===== src/rtl/ssph_pkg.sv =====
// ----------------------------------------------------------------------------
// ssph_pkg
// Shared types, codes and constants for the sweep peak-hold analyser.
// ----------------------------------------------------------------------------
package ssph_pkg;

  localparam int BINS_DEF = 128;
  localparam int ROWS_DEF = 40;

  localparam int FREQ_W   = 30;
  localparam int STEP_W   = 24;
  localparam int LEVEL_W  = 8;
  localparam int COUNT_W  = 32;
  localparam int CFG_IDX_W  = 3;
  localparam int CFG_DATA_W = 30;

  // configuration register indexes
  localparam logic [CFG_IDX_W-1:0] CFG_MODE   = 3'd0;
  localparam logic [CFG_IDX_W-1:0] CFG_START  = 3'd1;
  localparam logic [CFG_IDX_W-1:0] CFG_END    = 3'd2;
  localparam logic [CFG_IDX_W-1:0] CFG_STEP   = 3'd3;
  localparam logic [CFG_IDX_W-1:0] CFG_SINGLE = 3'd4;

  // analyser modes
  localparam logic [1:0] MODE_SWEEP     = 2'd0;
  localparam logic [1:0] MODE_WATERFALL = 2'd1;
  localparam logic [1:0] MODE_SINGLE    = 2'd2;

  // item commands
  localparam logic [1:0] CMD_SAMPLE = 2'd0;
  localparam logic [1:0] CMD_CLEAR  = 2'd1;
  localparam logic [1:0] CMD_READ   = 2'd2;

  // register reset values
  localparam logic [1:0]        MODE_RESET   = MODE_SWEEP;
  localparam logic [FREQ_W-1:0] START_RESET  = 30'd300000000;
  localparam logic [FREQ_W-1:0] END_RESET    = 30'd348000000;
  localparam logic [STEP_W-1:0] STEP_RESET   = 24'd375000;
  localparam logic [FREQ_W-1:0] SINGLE_RESET = 30'd433920000;

  localparam logic signed [LEVEL_W-1:0] LEVEL_FLOOR = 8'sh80;
  localparam logic signed [LEVEL_W-1:0] LEVEL_ZERO  = 8'sh00;

  typedef enum logic [2:0] {
    ST_INIT,
    ST_IDLE,
    ST_READ,
    ST_EXEC,
    ST_CLEAR,
    ST_FILL,
    ST_EMIT
  } ctrl_state_t;

  typedef struct packed {
    logic latch_in;
    logic exec;
    logic init_step;
    logic clr_step;
    logic fill_step;
    logic load_out;
  } dp_cmd_t;

  typedef struct packed {
    logic walk_wf_last;
    logic walk_bin_last;
    logic is_clear;
    logic need_fill;
    logic out_free;
  } dp_stat_t;

endpackage


===== src/rtl/ssph_ctrl.sv =====
// ----------------------------------------------------------------------------
// ssph_ctrl
// Sequencer: start-up clear, item read/execute, walks and result hand-off.
// ----------------------------------------------------------------------------
module ssph_ctrl import ssph_pkg::*; (
  input  logic     clk,
  input  logic     rst,
  input  logic     in_valid,
  output logic     in_ready,
  input  dp_stat_t stat,
  output dp_cmd_t  ctl
);

  ctrl_state_t state, state_next;

  always_ff @(posedge clk) begin
    if (rst) begin
      state <= ST_INIT;
    end else begin
      state <= state_next;
    end
  end

  always_comb begin
    state_next = state;
    case (state)
      ST_INIT: begin
        if (stat.walk_wf_last) state_next = ST_IDLE;
      end
      ST_IDLE: begin
        if (in_valid) state_next = ST_READ;
      end
      ST_READ: begin
        state_next = ST_EXEC;
      end
      ST_EXEC: begin
        if (stat.is_clear) state_next = ST_CLEAR;
        else if (stat.need_fill) state_next = ST_FILL;
        else state_next = ST_EMIT;
      end
      ST_CLEAR, ST_FILL: begin
        if (stat.walk_bin_last) state_next = ST_EMIT;
      end
      ST_EMIT: begin
        if (stat.out_free) state_next = ST_IDLE;
      end
      default: begin
        state_next = ST_INIT;
      end
    endcase
  end

  always_comb begin
    ctl      = '0;
    in_ready = 1'b0;
    case (state)
      ST_INIT: begin
        ctl.init_step = 1'b1;
      end
      ST_IDLE: begin
        in_ready     = 1'b1;
        ctl.latch_in = in_valid;
      end
      ST_EXEC: begin
        ctl.exec = 1'b1;
      end
      ST_CLEAR: begin
        ctl.clr_step = 1'b1;
      end
      ST_FILL: begin
        ctl.fill_step = 1'b1;
      end
      ST_EMIT: begin
        ctl.load_out = stat.out_free;
      end
      default: begin
        ctl = '0;
      end
    endcase
  end

endmodule


===== config.mk =====
export PLATFORM = sky130hd
export DESIGN_NAME = ssph_ctrl
export DESIGN_NICKNAME = d
export VERILOG_FILES = /design/src/rtl/ssph_pkg.sv /design/src/rtl/ssph_ctrl.sv
export SDC_FILE = /design/constraint.sdc
export NUM_CORES = 1
export LEC_CHECK = 0
export BUFFER_PORTS_ARGS = -buffer_cell sky130_fd_sc_hd__buf_2
export CORE_AREA = 2 2 39 41
export CTS_CLUSTER_SIZE = 16
export DETAILED_ROUTE_END_ITERATION = 12
export DIE_AREA = 0 0 41 43
export PLACE_DENSITY = 0.5
export SLEW_MARGIN = 20
export SYNTH_ARGS = -nofsm -noshare
export SYNTH_HDL_FRONTEND = slang
export SYNTH_SLANG_ARGS = --single-unit

===== constraint.sdc =====
create_clock -name clk -period 1.5 [get_ports clk]
set_input_delay 0.075 -clock clk [delete_from_list [all_inputs] [get_ports clk]]
set_output_delay 0.075 -clock clk [all_outputs]
set_load 0.01 [all_outputs]

---- After elaboration in Yosys (flattened, before gate mapping) ----
Cells that the tools add are included.
storage, ports and cells
  register bits ........................... 3
  input port bits ......................... 8
  output and inout bits ................... 7
  word-level logic and storage cells ...... 28
operators by class
  equal/unequal tests ..................... 10
  multiplexer cells ....................... 14
  reductions and logical operators ........ 3
operator list
  operator                                             number
  case mux 3 bit (6 select lines)                      1
  2-to-1 mux 3 bit                                     4
  equality test 3 bit, second input constant           3
  != test 2 bit, second input constant                 4
  2-to-1 mux 1 bit                                     7
  equality test 3 x 2 -> 1 bit, second input constant  2
  2-to-1 mux 2 bit                                     2
  AND reduction 4 bit                                  1
  equality test 3 x 1 -> 1 bit, second input constant  1
  logical NOT 3 bit                                    1
  OR reduction 2 bit                                   1

---- Depth between registers and ports, before layout ----
Gate-level depths: netlist of the first run.
  depth in word-level cells ............... 4
  gate-level depth with buffers ........... 4
  depth with buffers taken out ............ 3

---- Worst setup path after synthesis of the first run ----
Ideal clock, no wire load.
  path kind ............................... reg2reg
  start ................................... reg state[1]
  end ..................................... reg state[0]
  setup time .............................. 0.125 ns
  arrival ................................. 0.934 ns
  required time ........................... 1.375 ns
  setup slack ............................. 0.441 ns
  stages on the path, launching flop included .. 5
  buffers on the path ..................... 1
  clock period less this slack ............ 1.059 ns
  cell sequence ........................... dfxtp_1 > buf_2 > and4bb_1 > o31ai_2 > mux2i_1
between the ends
  cells in the longest elaborated chain, start to end .. 4
  elaborated cells on any way between the ends .. 14
  classes of those cells .................. eq/ne: 10; mux: 1; reduce/logical: 3
ends and longest elaborated chain
  element                        line             source
  from (decl)                    ssph_ctrl.sv:14  ctrl_state_t state, state_next;
  from (signal assigned)         ssph_ctrl.sv:20  state <= state_next;
  equality test 3 bit            ssph_ctrl.sv:26  case (state)
  OR reduction 2 bit             ssph_ctrl.sv:26
  != test 2 bit (no line)        n/a
  AND reduction 4 bit (no line)  n/a
Several ways; a longest one is shown, not always the timed one.
A chain may end at the register's enable or synchronous reset.

==> run metrics, run 1 <==
share of the synthesized area in the top cell type between 20% and 30%; number of global-route vias before repair 259; Clock Skew 0.00235 ns; biggest registers after layout state x3; Period minus WS final 1.37 ns; initial core utilization 21.1%; CTS-repair resized insts 0; area used by multi-input combinational logic 206 sq um; hold buffers post-CTS 0; worst hold margin 0.00876 ns; io pins 15; crit start category flip-flop; CP arrival 1.29 ns; power share of the sequential group between 20% and 30%; post-synthesis sequential area ratio 20.6%; Post-DRT Antenna Nets 0; Sw Share between 30% and 40%; FF+latch area 60.1 sq um; Vias 290; Detailed Routing Iterations Pass 1 3; first-pass GRT wire length between 1000 and 1500 um; reg-to-reg setup timing slack 0.18 ns; final number of setup-violating endpoints 0; ratio of cells with drive above 1 in the final layout approximately 44%; Critical Path RT 1.42 ns; nets 59; Crit path buffers/inverters 1; clock-pin slew on the worst setup and hold paths 0.04 ns; post-route setup TNS 0 ns; Placer Congestion approximately 0.67; routed len/inst around 10 um; gr ovfl total 0; Worst-Margin Slew 0.421 ns; initial antenna violation count 0; # fillers 148; Pleak ~0.19 nW; Critical Path Max Stage Delay 0.57 ns; # diodes 0; Combinational Power Share between 40% and 50%; crit path max fanout 12; CTS HTree Levels 1; total track usage 9.70%; Site Rows 14; TritonCTS Buffers 3; max FFs per register 3; Hold Violations, Final 0; vias per inst 4.39; Util after Layout 28.5%; P_sw 0.233 mW; DRT Wirelength 687 um; Worst Hold Class primary input to flip-flop; Clock Path Buffers 2; Rel. slew slack 71.9%; worst path cell trace nor2_1 > and3_1 > buf_2; post-synth top area cell dfxtp_1; Final Cycle Share between 90 and 100%; PwrDens approximately 1500 nW/um^2; count of cell types in the netlist 23; Largest Register state; Max Slew Vio Count 0; CP Capture Type output pin; Synth area leaders dfxtp_1 (21%), and4bb_1 (8.6%), mux2i_1 (6.9%), nor2_1 (5.2%), nor2b_4 (4.7%); kind of cell adding the most delay to the critical path flip-flops; Initial DRC Count 9; die height 43 um; internal power 0.362 mW; Avg Cell Area, Syn 8.57 sq um; syn nets between 40 and 50; largest net degree at the start of global routing 13; CP max-delay cell dfxtp_1; clk sinks 3; Synth-to-Final Area Change 35.2%; die area 1760 sq um; Seq cells post-synth 3; CORE AREA approximately 1400 sq um; CTS tree done; YS warnings 0; Cells after Synth 34; crit path kind flip-flop to output pin; CTS Root Cell clkbuf_4; RSZ-0062 raised after global routing false; fmax 0.732 GHz; VDD IR max 0.564 mV; Max Cap Viol 0; status finished clean; HPWL Detailed 514 um; synthesized area a little under 300 sq um; clock share of power 24.0%; Post-CTS Setup Repair Bufs 0; drt drc 0; worst skew pair latency around 0.23 ns; PortBufs 14; Die Wd 41 um
-- power by group through the flow --
stage | registers [mW] | logic [mW] | clock network [mW]
after floorplan | 0.125 | 0.245 | 0
after global placement | 0.169 | 0.291 | 0
after detailed placement | 0.166 | 0.292 | 0
after CTS | 0.166 | 0.294 | 0.148
after global routing | 0.178 | 0.316 | 0.162
final | 0.165 | 0.287 | 0.143
-- layout by cell type (no fill, tap or decap), drive strengths merged --
cell     synthesis  final
mux2i            2      2
o21ai            2      2
o2bb2ai          1      1
and2             2      2
dfxtp            3      3
and3             1      1
nor3b            2      2
and4bb           2      2
and2b            1      1
a22oi            1      1
nor2             4      4
buf              3     15
nor2b            1      1
nand2            3      3
clkbuf           0      4
nor3             1      1
o31ai            1      1
and4b            1      1
a211oi           1      1
o31a             1      1
inv              1      1
-- area by class of cell --
cell class | instances | share of cell area, %
inverters | 1 | 0.952
flip-flops and latches | 3 | 15.2
repair buffers | 15 | 19.7
well taps | 16 | 5.08
clock buffers | 4 | 6.67
multi-input cells | 27 | 52.4
-- synth_stat cells --
| library cell | count |
|---|---|
| nor3b_2 | 1 |
| and3_1 | 1 |
| and4bb_1 | 2 |
| o21ai_0 | 1 |
| o21ai_1 | 1 |
| dfxtp_1 | 3 |
| buf_2 | 2 |
| nor3_1 | 1 |
| inv_1 | 1 |
| o31a_1 | 1 |
| a211oi_2 | 1 |
| and2_1 | 2 |
| a22oi_1 | 1 |
| nor2_1 | 4 |
| mux2i_1 | 2 |
| buf_6 | 1 |
| nor3b_1 | 1 |
| o2bb2ai_1 | 1 |
| o31ai_2 | 1 |
| and2b_1 | 1 |
| and4b_1 | 1 |
| nand2_1 | 3 |
| nor2b_4 | 1 |
-- stage by stage --
step	total power [mW]	setup slack [ns]	cell area, sq um	cells
6_report	0.596	0.134	394	66
3_3_place_gp	0.460	0.233	368	62
2_1_floorplan	0.370	0.441	292	34
4_1_cts	0.607	0.137	394	66
5_1_grt	0.657	0.0233	394	66
3_5_place_dp	0.458	0.192	368	62
-- path summary, 6_finish.rpt --
path	startpoint	to	depth (start not counted)
max	state[2]	ctl[5]	3
min	rst	state[2]	2
max reg2reg	state[2]	state[1]	3
min reg2reg	state[0]	state[0]	2
-- logic make-up (layout without fill, tap and decap cells) --
family	count (synthesis)	after routing	share of synthesized area, %
DFF	3	3	20.6
and+or+nand+nor	18	18	43.3
buffers and inverters	4	20	8.58
muxes	2	2	6.87
AOI/OAI and AO/OA	7	7	20.6
-- layer usage --
metal / share of wire [%] / vias up / GRT usage (%)
li1: - / 154 / -
met1: 47 / 125 / 13.0
met2: 44 / 11 / 12.8
met3: 9.3 / 0 / 6.28
met4: 0 / 0 / 2.00
met5: 0 / - / 0
(Power assumes the default switching activity.)
==> inputs of run 2 (changes only) <==
Settings changed: CELL_PAD_IN_SITES_DETAIL_PLACEMENT from default to 1, CELL_PAD_IN_SITES_GLOBAL_PLACEMENT from default to 1, PLACE_DENSITY 0.5 to 0.63.
==> run metrics, run 2 (same netlist as run 1, synthesis figures left out) <==
total track usage 11.5% (+1.8 points); TritonCTS Buffers 3 (unchanged); final cell count without fillers 67 (+1.5%); hold buffers post-CTS 0 (unchanged); Largest Register state; crit path kind flip-flop to flip-flop; final number of setup-violating endpoints 0 (unchanged); biggest registers after layout state x3; Vias 310 (+6.9%); Post-DRT Antenna Nets 0 (unchanged); Site Rows 14 (unchanged); Max Slew Vio Count 0 (unchanged); Inst Count DP 63 (+1.6%); Rel. slew slack 71.3% (-0.60 points); crit start category flip-flop; RSZ-0062 raised after global routing false; die area 1760 sq um (unchanged); post-layout instance area 402 sq um (+1.9%); number of global-route vias before repair 297 (+15%); CTS-repair resized insts 0 (unchanged); Max Cap Viol 0 (unchanged); most frequent cells in the layout buf_2 (14), nor2_1 (4), nand2_1 (3), clkbuf_4 (3), dfxtp_1 (3); initial core utilization 21.1% (unchanged); Final Cycle Share 90.2% (-0.87 points); drt drc 0 (unchanged); PortBufs 14 (unchanged); worst skew pair latency 0.23 ns (about the same); Post-CTS Setup Repair Bufs 0 (unchanged); CTS Root Cell clkbuf_4; CP Capture Type flip-flop; io pins 15 (unchanged); Worst-Margin Slew 0.430 ns (+0.00900 ns); CORE AREA 1380 sq um (unchanged); most common cell after layout, fill and taps aside buf_2; PwrDens 1490 nW/um^2 (-1.1%); Worst Hold Class primary input to flip-flop; fmax 0.739 GHz (+0.96%); largest net degree at the start of global routing 16 (+3); DRT Wirelength 794 um (+16%); VDD IR max 0.514 mV (-8.8%); initial antenna violation count 0 (unchanged); post-route setup TNS 0 ns (unchanged); clock-pin slew on the worst setup and hold paths 0.04 ns (about the same); placed cell area 375 sq um (+2.0%); CTS HTree Levels 1 (unchanged); CTS tree done; Synth-to-Final Area Change 37.8%; Period minus WS final 1.35 ns (-0.0130 ns); die height 43 um (unchanged); vias per inst 4.63 (+5.3%); gr ovfl total 0 (unchanged); # diodes 0 (unchanged); total power 0.600 mW (+0.77%); clk sinks 3 (unchanged); first-pass GRT wire length 1310 um (+18%); max FFs per register 3 (unchanged); Hold Violations, Final 0 (unchanged); CP arrival 1.52 ns (+0.23 ns); HPWL Detailed 547 um (+6.5%); crit path max fanout 15 (+3); nets 60 (+1.7%); Placer Congestion 0.657 (-2.3%); Clock Skew 0.00143 ns (-0.000915 ns); Die Wd 41 um (unchanged); ratio of cells with drive above 1 in the final layout 45.1% (+1.1 points); Clock Path Buffers 2 (unchanged); Initial DRC Count 3 (-6); worst hold margin 0.0152 ns (+0.00644 ns); routed len/inst 11.9 um (+14%); reg-to-reg setup timing slack 0.15 ns (-0.03 ns); Detailed Routing Iterations Pass 1 2 (-1); Critical Path RT 1.66 ns (+0.24 ns); Pleak 0.200 nW (+2.9%); status finished clean
## run 2: cell count changes in the layout (fill, tap and decap cells not counted), sizes merged
| cell | previous run | this run |
|---|---|---|
| buf | 15 | 16 |
## run 2: critical path: stages, from the launching register on
cell and delay [ns]:
dfxtp_1 0.57, and4bb_1 0.26, a211oi_2 0.25, mux2i_1 0.20
## run 2: cell type report
class / instances / area [sq um]
Multi-Input combinational cell: 27 / 206
Sequential cell: 3 / 60.1
Tap cell: 16 / 20.0
Clock buffer: 4 / 26.3
Timing Repair Buffer: 16 / 85.1
Inverter: 1 / 3.75
Fill cell: 168 / 982
## run 2: per-layer routing
metal	wire (um)	up-vias	global-route usage, %
li1	-	157	-
met1	349	140	14.0
met2	389	11	15.6
met3	47	2	4.71
met4	8	0	8.00
met5	0	-	0
## run 2: where the power goes
group / switching [mW] / internal, mW
clock network: 0.0437 / 0.0998
logic: 0.142 / 0.155
registers: 0.0547 / 0.105
## run 2: through the flow
stage	setup WS [ns]	util, %
finish	0.147	29.0
global route	0.0938	29.0
CTS	0.145	29.0
detailed placement	0.194	27.1
global placement	0.229	27.1
floorplan	0.441	-
## run 2: path summary, 6_finish.rpt
kind / cells after the start / startpoint / to
worst min register to register: 2 / state[0] / state[0]
worst max register to register: 3 / state[0] / state[0]
worst min-delay path: 2 / rst / state[2]
worst max-delay path: 3 / state[0] / state[0]
